`config.mk`:
```
export PLATFORM = sky130hd
export DESIGN_NAME = sortable_double_ended_queue
export DESIGN_NICKNAME = d
export VERILOG_FILES = /design/src/design/sdeq_pkg.sv /design/src/design/sdeq_ram.sv /design/src/design/sdeq_seq.sv /design/src/design/sortable_double_ended_queue.sv
export SDC_FILE = /design/constraint.sdc
export NUM_CORES = 1
export LEC_CHECK = 0
export BUFFER_PORTS_ARGS = -buffer_cell sky130_fd_sc_hd__buf_2
export CAP_MARGIN = 10
export CELL_PAD_IN_SITES_DETAIL_PLACEMENT = 1
export CELL_PAD_IN_SITES_GLOBAL_PLACEMENT = 2
export CORE_MARGIN = 2
export CORE_UTILIZATION = 24
export CTS_BUF_LIST = sky130_fd_sc_hd__clkbuf_16
export CTS_CLUSTER_SIZE = 10
export DETAILED_ROUTE_END_ITERATION = 10
export PLACE_DENSITY_LB_ADDON = 0.1
export SYNTH_ARGS = -nofsm -noshare
export SYNTH_HDL_FRONTEND = slang
export SYNTH_SLANG_ARGS = --single-unit
```
`constraint.sdc`:
```
create_clock -name i_clk -period 3.97 [get_ports i_clk]
set_input_delay 0.1985 -clock i_clk [delete_from_list [all_inputs] [get_ports i_clk]]
set_output_delay 0.1985 -clock i_clk [all_outputs]
set_load 0.005 [all_outputs]
```
`src/design/sdeq_pkg.sv`:
```
// Shared types, constants and helpers for the sortable double-ended queue.
// Used by sdeq_seq and the top level sortable_double_ended_queue.
package sdeq_pkg;

    localparam int DEPTH  = 16;
    localparam int IDX_W  = $clog2(DEPTH);
    localparam int CNT_W  = $clog2(DEPTH + 1);
    localparam int DATA_W = 32;

    // Command codes
    localparam logic [2:0] CMD_PUSH_FRONT = 3'd0;
    localparam logic [2:0] CMD_PUSH_BACK  = 3'd1;
    localparam logic [2:0] CMD_POP_FRONT  = 3'd2;
    localparam logic [2:0] CMD_POP_BACK   = 3'd3;
    localparam logic [2:0] CMD_SORT       = 3'd4;

    // Status codes
    localparam logic [1:0] ST_OK    = 2'd0;
    localparam logic [1:0] ST_EMPTY = 2'd1;
    localparam logic [1:0] ST_FULL  = 2'd2;

    typedef struct packed {
        logic [2:0]               cmd;
        logic signed [DATA_W-1:0] value;
    } t_in_word;

    typedef struct packed {
        logic [1:0]               status;
        logic signed [DATA_W-1:0] popped_value;
        logic signed [DATA_W-1:0] front_value;
        logic signed [DATA_W-1:0] back_value;
        logic [CNT_W-1:0]         item_count;
    } t_out_word;

    typedef struct packed {
        logic              we;
        logic [IDX_W-1:0]  waddr;
        logic [DATA_W-1:0] wdata;
        logic [IDX_W-1:0]  raddr;
    } t_ram_req;

    typedef enum logic [2:0] {
        S_IDLE,
        S_SORT_PRIME,
        S_SORT_STEP,
        S_SORT_END,
        S_GET_FRONT,
        S_TAKE_FRONT,
        S_TAKE_BACK
    } t_state;

    // Physical slot of a logical position, wrapping around the circular store
    function automatic logic [IDX_W-1:0] slot(input logic [IDX_W-1:0] base,
                                              input logic [IDX_W-1:0] off);
        logic [IDX_W:0] sum;
        sum = {1'b0, base} + {1'b0, off};
        if (sum >= (IDX_W+1)'(DEPTH)) begin
            sum = sum - (IDX_W+1)'(DEPTH);
        end
        return sum[IDX_W-1:0];
    endfunction

endpackage

```
`src/design/sdeq_ram.sv`:
```
// Generic single-write, single-read RAM with registered read data.
// No dependencies.
module sdeq_ram #(
    parameter int WIDTH = 32,
    parameter int DEPTH = 16
) (
    input  logic                     i_clk,
    input  logic                     i_we,
    input  logic [$clog2(DEPTH)-1:0] i_waddr,
    input  logic [WIDTH-1:0]         i_wdata,
    input  logic [$clog2(DEPTH)-1:0] i_raddr,
    output logic [WIDTH-1:0]         o_rdata
);

    logic [WIDTH-1:0] r_mem [DEPTH];
    logic [WIDTH-1:0] r_rdata;

    // Write one entry, register one read
    always_ff @(posedge i_clk) begin
        if (i_we) begin
            r_mem[i_waddr] <= i_wdata;
        end
        r_rdata <= r_mem[i_raddr];
    end

    assign o_rdata = r_rdata;

endmodule

```
`src/design/sdeq_seq.sv`:
```
// Command sequencer: keeps front index, count and cached end values, drives the
// entry RAM and runs the bubble sort through one shared signed comparator.
// Depends on sdeq_pkg.
module sdeq_seq (
    input  logic                         i_clk,
    input  logic                         i_rst_n,
    input  logic                         i_start,
    input  sdeq_pkg::t_in_word           i_word,
    input  logic [sdeq_pkg::DATA_W-1:0]  i_rd_data,
    output logic                         o_busy,
    output sdeq_pkg::t_ram_req           o_ram_req,
    output logic                         o_emit,
    output sdeq_pkg::t_out_word          o_result
);

    localparam int IDX_W  = sdeq_pkg::IDX_W;
    localparam int CNT_W  = sdeq_pkg::CNT_W;
    localparam int DATA_W = sdeq_pkg::DATA_W;

    sdeq_pkg::t_state r_state, n_state;
    logic [IDX_W-1:0]         r_front, n_front;
    logic [CNT_W-1:0]         r_occ, n_occ;
    logic signed [DATA_W-1:0] r_front_val, n_front_val;
    logic signed [DATA_W-1:0] r_back_val, n_back_val;
    logic signed [DATA_W-1:0] r_popped, n_popped;
    logic signed [DATA_W-1:0] r_carry, n_carry;
    logic [IDX_W-1:0]         r_pos, n_pos;
    logic [IDX_W-1:0]         r_last, n_last;
    logic                     r_swapped, n_swapped;
    logic                     r_get_back, n_get_back;

    logic [CNT_W-1:0]         occ_m1;
    logic [CNT_W-1:0]         occ_m2;
    logic signed [DATA_W-1:0] rd_val;
    logic                     carry_lt;
    logic [1:0]               res_status;

    assign occ_m1   = r_occ - CNT_W'(1);
    assign occ_m2   = r_occ - CNT_W'(2);
    assign rd_val   = $signed(i_rd_data);
    // Shared compare unit for the sort walk
    assign carry_lt = r_carry < rd_val;

    // State and control registers
    always_ff @(posedge i_clk) begin
        if (!i_rst_n) begin
            r_state    <= sdeq_pkg::S_IDLE;
            r_front    <= '0;
            r_occ      <= '0;
            r_swapped  <= 1'b0;
            r_get_back <= 1'b0;
        end else begin
            r_state    <= n_state;
            r_front    <= n_front;
            r_occ      <= n_occ;
            r_swapped  <= n_swapped;
            r_get_back <= n_get_back;
        end
    end

    // Payload registers
    always_ff @(posedge i_clk) begin
        r_front_val <= n_front_val;
        r_back_val  <= n_back_val;
        r_popped    <= n_popped;
        r_carry     <= n_carry;
        r_pos       <= n_pos;
        r_last      <= n_last;
    end

    // Next state, RAM requests and result emission
    always_comb begin
        n_state     = r_state;
        n_front     = r_front;
        n_occ       = r_occ;
        n_front_val = r_front_val;
        n_back_val  = r_back_val;
        n_popped    = r_popped;
        n_carry     = r_carry;
        n_pos       = r_pos;
        n_last      = r_last;
        n_swapped   = r_swapped;
        n_get_back  = r_get_back;
        o_ram_req   = '0;
        o_emit      = 1'b0;
        res_status  = sdeq_pkg::ST_OK;

        case (r_state)
            sdeq_pkg::S_IDLE: begin
                if (i_start) begin
                    n_popped = '0;
                    case (i_word.cmd)
                        sdeq_pkg::CMD_PUSH_FRONT: begin
                            o_emit = 1'b1;
                            if (r_occ == CNT_W'(sdeq_pkg::DEPTH)) begin
                                res_status = sdeq_pkg::ST_FULL;
                            end else begin
                                n_front         = sdeq_pkg::slot(r_front,
                                                      IDX_W'(sdeq_pkg::DEPTH - 1));
                                o_ram_req.we    = 1'b1;
                                o_ram_req.waddr = n_front;
                                o_ram_req.wdata = i_word.value;
                                n_front_val     = i_word.value;
                                if (r_occ == '0) begin
                                    n_back_val = i_word.value;
                                end
                                n_occ = r_occ + CNT_W'(1);
                            end
                        end
                        sdeq_pkg::CMD_PUSH_BACK: begin
                            o_emit = 1'b1;
                            if (r_occ == CNT_W'(sdeq_pkg::DEPTH)) begin
                                res_status = sdeq_pkg::ST_FULL;
                            end else begin
                                o_ram_req.we    = 1'b1;
                                o_ram_req.waddr = sdeq_pkg::slot(r_front,
                                                                 r_occ[IDX_W-1:0]);
                                o_ram_req.wdata = i_word.value;
                                n_back_val      = i_word.value;
                                if (r_occ == '0) begin
                                    n_front_val = i_word.value;
                                end
                                n_occ = r_occ + CNT_W'(1);
                            end
                        end
                        sdeq_pkg::CMD_POP_FRONT: begin
                            if (r_occ == '0) begin
                                o_emit     = 1'b1;
                                res_status = sdeq_pkg::ST_EMPTY;
                            end else begin
                                n_popped = r_front_val;
                                n_front  = sdeq_pkg::slot(r_front, IDX_W'(1));
                                n_occ    = occ_m1;
                                if (r_occ == CNT_W'(1)) begin
                                    o_emit = 1'b1;
                                end else begin
                                    // Fetch the new front entry
                                    o_ram_req.raddr = n_front;
                                    n_get_back      = 1'b0;
                                    n_state         = sdeq_pkg::S_TAKE_FRONT;
                                end
                            end
                        end
                        sdeq_pkg::CMD_POP_BACK: begin
                            if (r_occ == '0) begin
                                o_emit     = 1'b1;
                                res_status = sdeq_pkg::ST_EMPTY;
                            end else begin
                                n_popped = r_back_val;
                                n_occ    = occ_m1;
                                if (r_occ == CNT_W'(1)) begin
                                    o_emit = 1'b1;
                                end else begin
                                    // Fetch the new back entry
                                    o_ram_req.raddr = sdeq_pkg::slot(r_front,
                                                                     occ_m2[IDX_W-1:0]);
                                    n_state         = sdeq_pkg::S_TAKE_BACK;
                                end
                            end
                        end
                        sdeq_pkg::CMD_SORT: begin
                            if (r_occ <= CNT_W'(1)) begin
                                o_emit = 1'b1;
                            end else begin
                                o_ram_req.raddr = r_front;
                                n_last          = occ_m1[IDX_W-1:0];
                                n_swapped       = 1'b0;
                                n_state         = sdeq_pkg::S_SORT_PRIME;
                            end
                        end
                        default: begin
                            o_emit = 1'b1;
                        end
                    endcase
                end
            end
            sdeq_pkg::S_SORT_PRIME: begin
                // Load the first entry of the pass as the carried word
                n_carry         = rd_val;
                n_pos           = IDX_W'(1);
                o_ram_req.raddr = sdeq_pkg::slot(r_front, IDX_W'(1));
                n_state         = sdeq_pkg::S_SORT_STEP;
            end
            sdeq_pkg::S_SORT_STEP: begin
                // Keep the smaller word moving toward the back
                o_ram_req.we    = 1'b1;
                o_ram_req.waddr = sdeq_pkg::slot(r_front, r_pos - IDX_W'(1));
                if (carry_lt) begin
                    o_ram_req.wdata = rd_val;
                    n_swapped       = 1'b1;
                end else begin
                    o_ram_req.wdata = r_carry;
                    n_carry         = rd_val;
                end
                if (r_pos == r_last) begin
                    n_state = sdeq_pkg::S_SORT_END;
                end else begin
                    n_pos           = r_pos + IDX_W'(1);
                    o_ram_req.raddr = sdeq_pkg::slot(r_front, r_pos + IDX_W'(1));
                end
            end
            sdeq_pkg::S_SORT_END: begin
                // Drop the carried word into the last place of the pass
                o_ram_req.we    = 1'b1;
                o_ram_req.waddr = sdeq_pkg::slot(r_front, r_last);
                o_ram_req.wdata = r_carry;
                if (!r_swapped || r_last == IDX_W'(1)) begin
                    n_get_back = 1'b1;
                    n_state    = sdeq_pkg::S_GET_FRONT;
                end else begin
                    n_last          = r_last - IDX_W'(1);
                    n_swapped       = 1'b0;
                    o_ram_req.raddr = r_front;
                    n_state         = sdeq_pkg::S_SORT_PRIME;
                end
            end
            sdeq_pkg::S_GET_FRONT: begin
                o_ram_req.raddr = r_front;
                n_state         = sdeq_pkg::S_TAKE_FRONT;
            end
            sdeq_pkg::S_TAKE_FRONT: begin
                n_front_val = rd_val;
                if (r_get_back) begin
                    o_ram_req.raddr = sdeq_pkg::slot(r_front, occ_m1[IDX_W-1:0]);
                    n_state         = sdeq_pkg::S_TAKE_BACK;
                end else begin
                    o_emit  = 1'b1;
                    n_state = sdeq_pkg::S_IDLE;
                end
            end
            sdeq_pkg::S_TAKE_BACK: begin
                n_back_val = rd_val;
                o_emit     = 1'b1;
                n_state    = sdeq_pkg::S_IDLE;
            end
            default: begin
                n_state = sdeq_pkg::S_IDLE;
            end
        endcase
    end

    // Build the result word from the state after the command
    always_comb begin
        o_result.status       = res_status;
        o_result.popped_value = n_popped;
        o_result.front_value  = (n_occ == '0) ? '0 : n_front_val;
        o_result.back_value   = (n_occ == '0) ? '0 : n_back_val;
        o_result.item_count   = n_occ;
    end

    assign o_busy = (r_state != sdeq_pkg::S_IDLE);

endmodule

```
`src/design/sortable_double_ended_queue.sv`:
```
// Sortable double-ended queue of signed 32-bit words, top level.
// Depends on sdeq_pkg, sdeq_ram and sdeq_seq.
//
// Usage: the input channel (i_in_valid, o_in_stall, i_in_word) carries a command
// and a value; the output channel (o_out_valid, i_out_stall, o_out_word) returns
// one result word per command: status, popped value, front and back values and
// the item count after the command.
// Flow: push, pop on empty, sort of at most one item and unused codes give
// their result in the cycle after acceptance and can be accepted every cycle
// while no result word waits under i_out_stall. A pop that leaves the queue
// non-empty first reads the new end entry from the entry RAM, which has a
// single read port and registered read data. A sort of n items walks bubble
// passes through one signed comparator, one entry per cycle, then rereads both
// ends; it stops early when a pass makes no swap.
// o_in_stall is high while a command is in progress and while a result word
// waits under i_out_stall; the result register holds until taken.
// Reset (synchronous, active low) empties the queue; entry contents are kept
// but never read before being written.
module sortable_double_ended_queue (
    input  logic                 i_clk,
    input  logic                 i_rst_n,
    input  logic                 i_in_valid,
    output logic                 o_in_stall,
    input  sdeq_pkg::t_in_word   i_in_word,
    output logic                 o_out_valid,
    input  logic                 i_out_stall,
    output sdeq_pkg::t_out_word  o_out_word
);

    logic                         busy;
    logic                         accept;
    logic                         emit;
    sdeq_pkg::t_ram_req           ram_req;
    sdeq_pkg::t_out_word          result;
    logic [sdeq_pkg::DATA_W-1:0]  rd_data;
    logic                         r_out_valid;
    sdeq_pkg::t_out_word          r_out_word;

    // Hold off input while busy or while the result slot cannot drain
    assign o_in_stall = busy || (r_out_valid && i_out_stall);
    assign accept     = i_in_valid && !o_in_stall;

    sdeq_ram #(
        .WIDTH (sdeq_pkg::DATA_W),
        .DEPTH (sdeq_pkg::DEPTH)
    ) u_ram (
        .i_clk   (i_clk),
        .i_we    (ram_req.we),
        .i_waddr (ram_req.waddr),
        .i_wdata (ram_req.wdata),
        .i_raddr (ram_req.raddr),
        .o_rdata (rd_data)
    );

    sdeq_seq u_seq (
        .i_clk     (i_clk),
        .i_rst_n   (i_rst_n),
        .i_start   (accept),
        .i_word    (i_in_word),
        .i_rd_data (rd_data),
        .o_busy    (busy),
        .o_ram_req (ram_req),
        .o_emit    (emit),
        .o_result  (result)
    );

    // Result register: load on emit, drop when taken
    always_ff @(posedge i_clk) begin
        if (!i_rst_n) begin
            r_out_valid <= 1'b0;
        end else if (emit) begin
            r_out_valid <= 1'b1;
        end else if (!i_out_stall) begin
            r_out_valid <= 1'b0;
        end
    end

    always_ff @(posedge i_clk) begin
        if (emit) begin
            r_out_word <= result;
        end
    end

    assign o_out_valid = r_out_valid;
    assign o_out_word  = r_out_word;

    // A new result never overwrites a word still waiting
    a_no_overwrite: assert property (@(posedge i_clk) disable iff (!i_rst_n)
        !(emit && r_out_valid && i_out_stall))
        else $error("result emitted while output word still stalled");

    // A dropped push only happens on a full queue
    a_full_count: assert property (@(posedge i_clk) disable iff (!i_rst_n)
        (emit && result.status == sdeq_pkg::ST_FULL)
        |-> (result.item_count == sdeq_pkg::CNT_W'(sdeq_pkg::DEPTH)))
        else $error("full status with queue not full");

    // Count never exceeds the store depth
    a_count_range: assert property (@(posedge i_clk) disable iff (!i_rst_n)
        o_out_valid |-> (o_out_word.item_count <= sdeq_pkg::CNT_W'(sdeq_pkg::DEPTH)))
        else $error("item count beyond depth");

    // An accepted command either emits its result at once or leaves the block busy
    a_busy_after_accept: assert property (@(posedge i_clk) disable iff (!i_rst_n)
        (accept && !emit) |=> busy)
        else $error("command accepted without result or work in progress");

endmodule

```
==> reports/results.tsv <==
metric	value	unit
outcome	finished, final reports clean	
min_path_type	in -> reg	
min_period	3.773	ns
avgSynthCellArea	14.26	sq um
synth_edf_count	655	
slew_headroom	0.2771	
drive_gt1_frac	0.2202	
die_h	383.9	um
drc	0	
drtAntennaViolNets	0	
firstDrtPassIters	6	
setup_viol	0	
cts_setup_buffers	0	
yosys_warnings	0	
n_antenna_cell	0	
p_int	19.87	mW
drv_slew	0	
wl_per_cell	28.09	um
coreArea	143500	sq um
min-delay-start	i_in_valid	
die_width	383.9	um
ios	144	
post-dp-hpwl	83.06	mm
async_reset_ff_frac	0	
p_per_area	717.7	nW/um^2
hold_viol_final	0	
switchingPower	10.68	mW
synth.distinct_cells	80	
ir_drop	0.4354	mV
tightestPinTransition	1.075	ns
crit_required	4.40	ns
syn_inst	2430	
p_clk_frac	0.272	
root_buffer	clkbuf_16	
final.fill_count	15104	
viasPerCell	4.863	
port_buffers	143	
clk_pin_slew_worst_paths	0.05	ns
switching_share	0.3494	
antenna_found_initial	5	
vias	22792	
clock_sinks	798	
maxCapViolCount	0	
rows	139	
placed_cells	4496	
cts_max_level	3	
cp-startpoint	u_seq.r_carry[13]	
grt_start_max_net_pins	61	
grt_pass1_vias	24290	
p_seq_frac	0.401	
postRouteWirelength	131.7	mm
final_cells	4687	
start_kind	flip-flop	
combPwrFrac	0.328	
initial_core_util	0.2415	
cts_buffers	98	
skew	0.03505	ns
reg2reg_from	u_seq.r_carry[13]	
ys_ff_latch	798	
syn_area	34640	sq um
area_delta_synth_final	22.85	%
clkLatencyLatePin	0.69	ns
gp_congestion	0.7478	
crit_path_end_kind	flip-flop	
synthFlopType	edfxtp_1	
worst-setup-path-type	reg -> reg	
clk_path_buf_depth	3	
grt_pass1_wl	187.6	mm
drt_iter0_drc	1732	
timing.final.crit_share	0.9504	
leakagePower	15.36	nW
overflow	0	
worst_hold_slack	0.08813	ns
syn-num-nets	2532	
grt.total_usage	0.1773	
fp.dieArea	147400	sq um
seq_area_frac_synth	0.6504	
rsz0062_at_grt	false	
path_max_fanout	16	
tritoncts	built	
fin_setup_tns	0	ns
clock.fmax	0.2650	GHz
utilization	0.2966	
final_nets	2806	
critPathArrivalTime	4.20	ns
## timing repair
| item | 4_1_cts | 5_1_grt |
|---|---|---|
| resized for setup | 0 | 3 |
| hold buffers | 11 | 0 |
| setup endpoints to repair | 0 | 234 |
| hold endpoints to repair | 23 | 0 |
## Yosys cell counts, types with 56 or more instances
cell type,instances,share of area
dfxtp_1,143,0.083
inv_1,56,0.0061
ha_1,58,0.021
o41a_1,56,0.018
a221o_1,89,0.026
edfxtp_1,655,0.57
a22oi_1,65,0.014
mux4_2,98,0.064
a21oi_1,152,0.022
nor2_1,296,0.032
o21ai_0,125,0.018
nand2_1,167,0.018
clkbuf_1,121,0.013
## power by group through the flow
stage               Clock (mW)  Combinational (mW)  Sequential (mW)
CTS                       8.61                10.2             12.3
finish                    8.30                10.0             12.2
global route              8.87                10.9             12.4
detailed placement           0                10.2             12.4
global placement             0                10.1             12.4
floorplan                    0                5.06             12.2
## final timing paths
kind / cells past startpoint / slack [ns] / end
setup / recovery: 13 / 0.20 / u_ram.r_mem[0][4]
hold / removal: 5 / 0.09 / u_seq.r_get_back
setup reg to reg: 13 / 0.20 / u_ram.r_mem[0][4]
hold reg to reg: 2 / 0.49 / u_seq.r_popped[26]
## per-stage QoR
step	worst slack [ns]	instance area (sq um)	power, mW
floorplan	-0.2029	34660	17.29
global placement	0.06871	39500	22.49
detailed placement	0.07039	39500	22.59
CTS	0.05121	42550	31.11
global route	0.003475	42560	32.18
finish	0.1969	42560	30.55
## logic make-up (layout without fill, tap and decap cells)
group | Yosys count | count (layout) | share of synthesized area
compound gates | 595 | 595 | 0.1252
xor+xnor | 30 | 30 | 0.008379
fa+ha+maj | 63 | 63 | 0.02384
buf+inv | 232 | 586 | 0.03236
flops | 798 | 798 | 0.6504
mux | 131 | 131 | 0.08733
simple gates | 581 | 581 | 0.07248
## layout by cell type, fill, tap and decap left out, types with 33 or more instances in the layout
master,Yosys,routed
o21ai_0,125,123
inv_1,56,108
dfxtp_1,143,143
o41a_1,56,56
nor2_1,296,277
buf_12,9,74
a22oi_1,65,65
a21oi_1,152,152
a221oi_1,33,33
a221o_1,89,89
mux4_2,98,98
buf_2,29,143
ha_1,58,58
clkbuf_16,0,99
edfxtp_1,655,655
buf_4,4,121
nand2_1,167,164
## per-layer routing
layer  global-route usage  share of wire  vias up
li1                     -              -    10090
met1               0.2496           0.47    12000
met2               0.2859           0.46      538
met3              0.02459          0.043      162
met4              0.04590          0.021        2
met5                    0       0.000099        -
## critical path: stages (launching register included)
cell and delay [ns]:
edfxtp_1 0.41, ha_1 0.32, a21o_1 0.16, a21o_1 0.18, a21oi_1 0.32, o21ai_0 0.31, o2111a_1 0.36, nor3_1 0.25
buf_4 0.20, nor3_2 0.05, buf_4 0.20, buf_12 0.17, a221o_1 0.38, buf_12 0.18
## final cells by class
class                   instances  area [sq um]  share of cell area
clock buffers                  99          2477             0.05821
flip-flops and latches        798         22530              0.5294
well taps                    1903          2381             0.05594
multi-input cells            1400         11280              0.2650
repair buffers                349          3216             0.07555
inverters                      57         214.0            0.005027
clock inverters                81         462.9             0.01088
## registers in the layout (all words and copies together) (netlist names)
signal / cells
u_seq.r_carry: 32
u_seq.r_swapped: 1
u_seq.r_popped: 32
u_seq.r_back_val: 32
u_seq.r_front_val: 32
u_ram.r_mem: 512
u_seq.r_last: 4
u_seq.r_occ: 5
o_out_valid: 1
o_out_word: 103
u_seq.r_get_back: 1
u_seq.r_pos: 4
u_seq.r_front: 4
u_ram.o_rdata: 32
u_seq.r_state: 3
(Power assumes the default switching activity.)
